--- src/rtl/zkhm_pkg.sv ---
package zkhm_pkg;

    localparam int SampleW  = 16;
    localparam int PermW    = 16;
    localparam int ProdW    = SampleW + PermW;
    localparam int PressW   = 7;
    localparam int GapW     = 8;
    localparam int ModeW    = 2;
    localparam int CfgIdxW  = 8;

    localparam logic [ModeW-1:0] MODE_IDLE  = 2'd0;
    localparam logic [ModeW-1:0] MODE_SHORT = 2'd1;
    localparam logic [ModeW-1:0] MODE_DONE  = 2'd2;

    localparam logic [CfgIdxW-1:0] REG_SCALE_ENABLE   = 8'd0;
    localparam logic [CfgIdxW-1:0] REG_SCALE_PERMILLE = 8'd1;

    localparam logic [PermW-1:0]   PERMILLE_RESET = 16'd10000;
    localparam logic [PermW-1:0]   PERMILLE_UNITY = 16'd1000;

    localparam logic [PressW-1:0]  PRESS_WRAP_AT   = 7'd100;
    localparam logic [PressW-1:0]  PRESS_WRAP_TO   = 7'd12;
    localparam logic [PressW-1:0]  PRESS_MIN_START = 7'd10;
    localparam logic [PressW-1:0]  PRESS_SHORT_MAX = 7'd10;
    localparam logic [GapW-1:0]    GAP_WRAP_AT     = 8'd200;
    localparam logic [GapW-1:0]    GAP_WRAP_TO     = 8'd10;
    localparam logic [GapW-1:0]    GAP_DOUBLE_MAX  = 8'd8;
    localparam logic [GapW-1:0]    GAP_RESET       = 8'd1;

    // ceil(2^41 / 1000): floor(p / 1000) == (p * RECIP_1000) >> 41 for any 32-bit p
    localparam logic [31:0] RECIP_1000 = 32'd2199023256;
    localparam int          RECIP_SH   = 41;

    localparam logic [SampleW-1:0] MIN_NONE = '1;

    typedef struct packed {
        logic res;
        logic kind;
        logic clear;
        logic upd;
        logic fin;
    } t_ctl;

endpackage

--- src/rtl/zener_key_hold_meter_top.sv ---
// zener key hold meter
// s_axis: one beat per 30 ms tick, tdata = {sample, key_down}; key_down in bit 0.
// m_axis: zero or one beat per tick, tdata = voltage, tuser = {finished,
// value_valid, kind}. kind 0 is a live reading (press count a multiple of 8), kind 1
// the hold report sent on key release, carrying the held minimum.
// cfg: write channel, index 0 scale_enable, index 1 scale_permille; always
// ready, written while no tick is in flight.
// a tick's result is registered at each pipe stage and in the output register.
// throughput: one tick per cycle unless m_axis stalls the pipe; press, gap and
// mode counters update at the input beat, the scaled sample goes through a
// 16x16 multiply and a 32x32 reciprocal multiply for the divide by 1000, then
// the minimum stage. a result stalled on m_axis keeps its output register;
// ticks without a result and bubbles keep flowing, and s_axis_tready drops
// only once the whole pipe is full behind the stalled beat.
// reset: counters cleared, gap count 1, minimum 0xffff, scale_enable 0,
// scale_permille 10000. after a short press and a second press within the gap
// limit end the tool every further tick is taken and dropped until reset.
module zener_key_hold_meter_top (
    input  logic        i_clk,
    input  logic        i_rst_n,
    input  logic        s_axis_tvalid,
    output logic        s_axis_tready,
    input  logic [23:0] s_axis_tdata,    // key_down, sample, zero pad
    output logic        m_axis_tvalid,
    input  logic        m_axis_tready,
    output logic [15:0] m_axis_tdata,    // voltage
    output logic [2:0]  m_axis_tuser,    // kind, value_valid, finished
    input  logic        i_cfg_valid,
    output logic        o_cfg_ready,
    input  logic [zkhm_pkg::CfgIdxW-1:0] i_cfg_index,
    input  logic [15:0] i_cfg_data
);

    logic                          r_scale_en;
    logic [zkhm_pkg::PermW-1:0]    r_permille;

    logic [zkhm_pkg::PressW-1:0]   r_press, n_press;
    logic [zkhm_pkg::GapW-1:0]     r_gap, n_gap;
    logic [zkhm_pkg::ModeW-1:0]    r_mode, n_mode;

    logic                          r_v1, r_v2, r_v3;
    zkhm_pkg::t_ctl                r_c1, r_c2, r_c3, n_ctl;
    logic                          n_push;
    logic [zkhm_pkg::SampleW-1:0]  r_s1;
    logic [zkhm_pkg::ProdW-1:0]    r_p2;
    logic [zkhm_pkg::SampleW-1:0]  r_q3;
    logic [zkhm_pkg::SampleW-1:0]  r_min;

    logic                          r_out_valid;
    logic [15:0]                   r_out_data;
    logic [2:0]                    r_out_user;

    logic                          a1, a2, a3, in_beat, key;
    logic [zkhm_pkg::PermW-1:0]    factor;
    logic [63:0]                   recip_prod;
    logic                          min_valid;

    assign o_cfg_ready = 1'b1;

    always_ff @(posedge i_clk) begin
        if (!i_rst_n) begin
            r_scale_en <= 1'b0;
            r_permille <= zkhm_pkg::PERMILLE_RESET;
        end else if (i_cfg_valid) begin
            case (i_cfg_index)
                zkhm_pkg::REG_SCALE_ENABLE:   r_scale_en <= i_cfg_data[0];
                zkhm_pkg::REG_SCALE_PERMILLE: r_permille <= i_cfg_data;
                default: ;
            endcase
        end
    end

    // pipe handshake, a stage moves when the next one is empty or moving
    assign a3 = !r_v3 || !r_c3.res || !r_out_valid || m_axis_tready;
    assign a2 = !r_v2 || a3;
    assign a1 = !r_v1 || a2;
    assign s_axis_tready = a1;
    assign in_beat = s_axis_tvalid && a1;
    assign key = s_axis_tdata[0];

    // tick control at the input beat
    always_comb begin
        n_press = r_press;
        n_gap   = r_gap;
        n_mode  = r_mode;
        n_push  = 1'b0;
        n_ctl   = '0;
        if (!r_mode[1]) begin
            if (key) begin
                n_push     = 1'b1;
                n_ctl.res  = (r_press[2:0] == 3'd0);
                n_ctl.clear = (r_press == '0);
                n_ctl.upd  = (r_press >= zkhm_pkg::PRESS_MIN_START);
                n_press    = (r_press == zkhm_pkg::PRESS_WRAP_AT) ? zkhm_pkg::PRESS_WRAP_TO
                                                                   : r_press + 1'b1;
            end else if (r_press != '0) begin
                if (r_mode == zkhm_pkg::MODE_SHORT) begin
                    n_mode = (r_gap <= zkhm_pkg::GAP_DOUBLE_MAX) ? zkhm_pkg::MODE_DONE
                                                                 : zkhm_pkg::MODE_IDLE;
                end else if (r_press <= zkhm_pkg::PRESS_SHORT_MAX) begin
                    n_mode = zkhm_pkg::MODE_SHORT;
                end
                n_push    = 1'b1;
                n_ctl.res = 1'b1;
                n_ctl.kind = 1'b1;
                n_ctl.fin = (n_mode == zkhm_pkg::MODE_DONE);
                n_press   = '0;
                n_gap     = zkhm_pkg::GAP_RESET;
            end else begin
                n_gap = (r_gap == zkhm_pkg::GAP_WRAP_AT) ? zkhm_pkg::GAP_WRAP_TO
                                                         : r_gap + 1'b1;
            end
        end
    end

    always_ff @(posedge i_clk) begin
        if (!i_rst_n) begin
            r_press <= '0;
            r_gap   <= zkhm_pkg::GAP_RESET;
            r_mode  <= zkhm_pkg::MODE_IDLE;
        end else if (in_beat) begin
            r_press <= n_press;
            r_gap   <= n_gap;
            r_mode  <= n_mode;
        end
    end

    // scaling: unity factor when disabled gives the sample back exactly
    assign factor     = r_scale_en ? r_permille : zkhm_pkg::PERMILLE_UNITY;
    assign recip_prod = {32'd0, r_p2} * {32'd0, zkhm_pkg::RECIP_1000};
    assign min_valid  = (r_min != zkhm_pkg::MIN_NONE);

    always_ff @(posedge i_clk) begin
        if (!i_rst_n) begin
            r_v1 <= 1'b0;
            r_v2 <= 1'b0;
            r_v3 <= 1'b0;
        end else begin
            if (a1) r_v1 <= in_beat && n_push;
            if (a2) r_v2 <= r_v1;
            if (a3) r_v3 <= r_v2;
        end
    end

    always_ff @(posedge i_clk) begin
        if (a1) begin
            r_c1 <= n_ctl;
            r_s1 <= s_axis_tdata[16:1];
        end
        if (a2) begin
            r_c2 <= r_c1;
            r_p2 <= {16'd0, r_s1} * {16'd0, factor};
        end
        if (a3) begin
            r_c3 <= r_c2;
            r_q3 <= recip_prod[zkhm_pkg::RECIP_SH +: zkhm_pkg::SampleW];
        end
    end

    // minimum tracking and result register
    always_ff @(posedge i_clk) begin
        if (!i_rst_n) begin
            r_min       <= zkhm_pkg::MIN_NONE;
            r_out_valid <= 1'b0;
        end else begin
            if (r_v3 && a3 && r_c3.res) begin
                r_out_valid <= 1'b1;
            end else if (m_axis_tready) begin
                r_out_valid <= 1'b0;
            end
            if (r_v3 && a3) begin
                if (r_c3.clear) begin
                    r_min <= zkhm_pkg::MIN_NONE;
                end else if (r_c3.upd && (r_q3 < r_min)) begin
                    r_min <= r_q3;
                end
            end
        end
    end

    always_ff @(posedge i_clk) begin
        if (r_v3 && a3 && r_c3.res) begin
            if (r_c3.kind) begin
                r_out_data <= min_valid ? r_min : '0;
                r_out_user <= {r_c3.fin, min_valid, 1'b1};
            end else begin
                r_out_data <= r_q3;
                r_out_user <= 3'b010;
            end
        end
    end

    assign m_axis_tvalid = r_out_valid;
    assign m_axis_tdata  = r_out_data;
    assign m_axis_tuser  = r_out_user;

endmodule

--- config.mk ---
export PLATFORM = sky130hd
export DESIGN_NAME = zener_key_hold_meter_top
export DESIGN_NICKNAME = d
export VERILOG_FILES = /design/src/rtl/zkhm_pkg.sv /design/src/rtl/zener_key_hold_meter_top.sv
export SDC_FILE = /design/constraint.sdc
export NUM_CORES = 2
export LEC_CHECK = 0
export BUFFER_PORTS_ARGS = -buffer_cell sky130_fd_sc_hd__buf_2
export CORE_UTILIZATION = 60
export DETAILED_ROUTE_END_ITERATION = 8
export PLACE_DENSITY = 0.82
export SYNTH_ARGS = -nofsm -noshare
export SYNTH_HDL_FRONTEND = slang
export SYNTH_SLANG_ARGS = --single-unit
--- constraint.sdc ---
create_clock -name i_clk -period 7 [get_ports i_clk]
set_clock_uncertainty 0.2 [all_clocks]
set_input_delay 1.05 -clock i_clk [delete_from_list [all_inputs] [get_ports i_clk]]
set_output_delay 1.05 -clock i_clk [all_outputs]
set_load 0.05 [all_outputs]
==> results <==
- During placement, the flow inserted port buffers numbering 66.
- The type of the worst setup path is reg2reg.
- In the finished design, the share of the clock period the worst path needs comes to 99.61%.
- The share of the yosys chip area belonging to registers is 14.17%.
- No sink is reached through more buffers than the 2 on the longest clock path.
- The synthesized design spends more area on one cell type than any other, namely sky130_fd_sc_hd__fa_1.
- The clock period minus final worst setup slack is 6972 ps.
- When the netlist entered floorplanning its net count stood at 3940.
- The Yosys step of the flow raised 0 warnings.
- The first routing iteration left 1363 violations.
- The setup TNS after final layout is 0 ps.
- Entering global routing, the biggest net connects 47 pins.
- The number of global-route vias before repair is 22540.
- Dividing the detail-routed wire length by the instance count gives 19.16 µm.
- The clock latency on the worst-skew pair is 460 ps.
- Derived from the worst setup path, the maximum achievable clock frequency is 143.4 MHz.
- Global routing used 30.17% of the available tracks across all layers.
- The most used flip-flop cell after synthesis is sky130_fd_sc_hd__edfxtp_1.
- The top-area cell type share of the netlist area is 34.55%.
- Setup repair after global routing could not meet its margin everywhere.
- The die height is 219.5 µm.
- STA classifies the critical path startpoint as a register.
- The cell area after layout is 32200 µm².
- For this design, the sink count on the clock tree is 152.
- In this run the remaining antenna-violating nets after routing total 0.
- Detailed routing inserted a total of 21140 vias.
- TritonCTS built the clock tree.
- The tree is rooted in a sky130_fd_sc_hd__clkbuf_16.
- Ranked by total cell area, the synthesized netlist is headed by sky130_fd_sc_hd__fa_1, sky130_fd_sc_hd__ha_1, sky130_fd_sc_hd__inv_1, sky130_fd_sc_hd__edfxtp_1, sky130_fd_sc_hd__dfxtp_1.
- The mapped cell area is 28390 µm².
- The worst endpoint data arrival time is 6980 ps.
- The run finished with clean final reports.
- The min-delay analysis places its worst path in the category reg2reg.
- Setup violations remaining at the end of the flow were counted as 0.
- The layout cell share with drive strength beyond 1 is 13.38%.
- The initial antenna violation count is 1.
- The post-synthesis sequential element count is 152.
- The final estimated routing congestion in global placement is 0.9547.
- 0 antenna diodes ended up in the layout.
- After detailed placement, the design holds a cell count of 3660.
- Of all nets on the critical path, the largest fanout is 4.
- The die is 219.5 µm wide.
- The count of max-cap constraint violations is 0.
- The number of endpoints with negative hold slack in the final report is 0.
- Data on the critical path is required at its endpoint by 7010 ps.
- After the flow finishes, the layout carries non-filler instances totaling 3747.
- The number of H-tree levels is 4.
- Synthesis produced a netlist whose cell count is 2911.
- For the pin with the worst max-slew slack, the measured transition is 1257 ps.
- The number of iterations in the first detailed-routing pass is 6.
- STA classifies the critical path endpoint as a register.
- The worst relative slew slack is 15.95%.
- Global routing finished with a remaining overflow of 0.
- The area of the core is 46650 µm².
- Wires add up to 71790 µm.
- The area growth from synthesis to layout is 13.40%.
- In this run, CTS created clock tree buffers numbering 17.
- Once the floorplan was initialized, standard cells occupied 60.86% of the core.
- The area of the die is 48190 µm².
- After detailed routing, the number of remaining DRC violations is 0.
- During I/O placement, the number of pins put on the boundary was 75.
- In this run, distinct cell masters in the synthesized netlist total 72.
- The mean number of vias per cell is 5.643.
- The number of pins exceeding their max-slew limit in the final report is 0.
- In this run the mean area of a mapped cell was 9.753 µm².
- The HPWL after detailed placement is 58160 µm.
- The wire length of the first global-routing pass is 112600 µm.
- The async set-or-reset flop fraction in the synthesized netlist is 0%.
- The final layout net count is 4156.
- The number of synthesized flops with an enable pin is 98.
- Row generation in the floorplan step produced 79 rows.
- Once placement finished, the instance area stood at 30350 µm².
- The register clock-pin slew on the reported worst setup and hold paths is 70 ps.
layer usage:
layer / share of wire [%] / up-vias / GRT usage, % / routed length [µm]
met4: 2.9 / 0 / 8.750 / 2105
li1: - / 9509 / - / -
met5: 0 / - / 0 / 0
met3: 6.0 / 171 / 4.293 / 4334
met2: 52 / 739 / 52.92 / 37010
met1: 39 / 10730 / 38.70 / 28330
synthesized netlist by cell type, drive strengths merged, types with 3 or more instances:
library cell,n
o211ai,4
ha,486
o2111ai,4
a211oi,8
mux2i,18
xnor2,40
or3,5
nor2,50
nand3,11
nand2b,21
nor4,6
o21ai,68
clkbuf,65
inv,817
nand4,19
o31a,4
a21o,31
xor2,18
buf,4
a21boi,8
a21oi,81
nor3,31
nand2,244
and3,80
edfxtp,98
o22ai,17
and4,3
a31oi,9
and2,46
fa,490
o21a,6
dfxtp,54
o21bai,9
nor2b,24
timing repair:
item,CTS,global route
hold buffers,0,0
endpoints found under the setup margin,14,21
resized for setup,13,123
gates cloned,0,1
pin swaps,6,65
buffers inserted,6,48
worst max-delay path: stages (launching register included):
cell                       delay (ps)
sky130_fd_sc_hd__edfxtp_1         530
sky130_fd_sc_hd__buf_6            200
sky130_fd_sc_hd__ha_4             250
sky130_fd_sc_hd__fa_2             330
sky130_fd_sc_hd__fa_1             490
sky130_fd_sc_hd__inv_1             70
sky130_fd_sc_hd__fa_1             500
sky130_fd_sc_hd__inv_1             60
sky130_fd_sc_hd__fa_1             550
sky130_fd_sc_hd__fa_1             440
sky130_fd_sc_hd__fa_1             500
sky130_fd_sc_hd__inv_1             60
sky130_fd_sc_hd__fa_1             490
sky130_fd_sc_hd__inv_1             70
sky130_fd_sc_hd__ha_4             220
sky130_fd_sc_hd__and4_4           150
sky130_fd_sc_hd__and3_4           180
sky130_fd_sc_hd__buf_4            140
sky130_fd_sc_hd__a41o_1           220
sky130_fd_sc_hd__a211oi_2         250
sky130_fd_sc_hd__buf_4            220
sky130_fd_sc_hd__o221a_4          240
sky130_fd_sc_hd__nand2b_4          60
sky130_fd_sc_hd__a21o_1           180
sky130_fd_sc_hd__xor2_1           140
registers in the layout, summed over array words and instances (netlist names), 2 cells and up:
name	flops
r_mode	2
r_p2	32
r_permille	16
r_gap	8
r_c2	5
r_s1	16
r_c3	5
r_q3	16
r_c1	5
m_axis_tdata	16
m_axis_tuser	3
r_min	16
r_press	7
path summary, 6_finish.rpt:
check / startpoint / end / slack, ps / cells past startpoint
setup / recovery: r_p2[14] / r_q3[13] / 30 / 24
hold / removal: r_c1[0] / r_c2[0] / 220 / 0
setup reg to reg: r_p2[14] / r_q3[13] / 30 / 24
hold reg to reg: r_c1[0] / r_c2[0] / 220 / 0
per-stage QoR:
step | hold WS [ps] | utilization, % | setup WS, ps
after global placement | 206.6 | 65.06 | -144.6
after CTS | 221.9 | 66.50 | 0.1292
after floorplan | 200.3 | - | 334.0
final | 220.6 | 69.01 | 27.55
after detailed placement | 205.2 | 65.06 | -241.3
after global routing | 236.0 | 69.01 | -131.9
cells in the final DEF (no fill, tap or decap), types with 6 or more instances in the layout:
master,count
sky130_fd_sc_hd__inv_1,814
sky130_fd_sc_hd__fa_1,473
sky130_fd_sc_hd__ha_1,442
sky130_fd_sc_hd__nand2_1,243
sky130_fd_sc_hd__buf_4,180
sky130_fd_sc_hd__edfxtp_1,98
sky130_fd_sc_hd__and3_1,78
sky130_fd_sc_hd__a21oi_1,68
sky130_fd_sc_hd__buf_2,66
sky130_fd_sc_hd__o21ai_0,59
sky130_fd_sc_hd__dfxtp_1,53
sky130_fd_sc_hd__nor2_1,46
sky130_fd_sc_hd__xnor2_1,40
sky130_fd_sc_hd__ha_4,40
sky130_fd_sc_hd__and2_1,38
sky130_fd_sc_hd__a21o_1,31
sky130_fd_sc_hd__nor3_1,30
sky130_fd_sc_hd__nor2b_1,24
sky130_fd_sc_hd__nand4_1,18
sky130_fd_sc_hd__xor2_1,18
sky130_fd_sc_hd__mux2i_1,18
sky130_fd_sc_hd__clkbuf_16,18
sky130_fd_sc_hd__fa_2,17
sky130_fd_sc_hd__o22ai_1,16
sky130_fd_sc_hd__nand2b_1,15
sky130_fd_sc_hd__buf_6,15
sky130_fd_sc_hd__a21oi_2,12
sky130_fd_sc_hd__nand3_1,11
sky130_fd_sc_hd__o21bai_1,8
sky130_fd_sc_hd__a31oi_1,8
sky130_fd_sc_hd__o21ai_1,7
sky130_fd_sc_hd__o21a_1,6
sky130_fd_sc_hd__a211oi_1,6
kinds of logic after synthesis:
logic type	count (synthesis)	share of synthesized area (%)
muxes	18	0.6346
DFF	152	14.17
AOI/OAI and AO/OA	269	6.148
buffers and inverters	886	11.75
other	1	0.01321
adders and majority gates	976	55.97
xor gates and xnor gates	58	1.789
and+or+nand+nor	551	9.523
area by class of cell:
cell class / instances / area, µm²
Sequential cell: 152 / 4028
Inverter: 817 / 3067
Clock inverter: 15 / 155.1
Tap cell: 607 / 759.5
Multi-Input combinational cell: 1873 / 21810
Clock buffer: 17 / 425.4
Fill cell: 3267 / 14460
Timing Repair Buffer: 266 / 1956
Power is left out: the tool's default activity adds up to more than one toggle a clock period on the data nets, which glitch-free logic cannot reach.
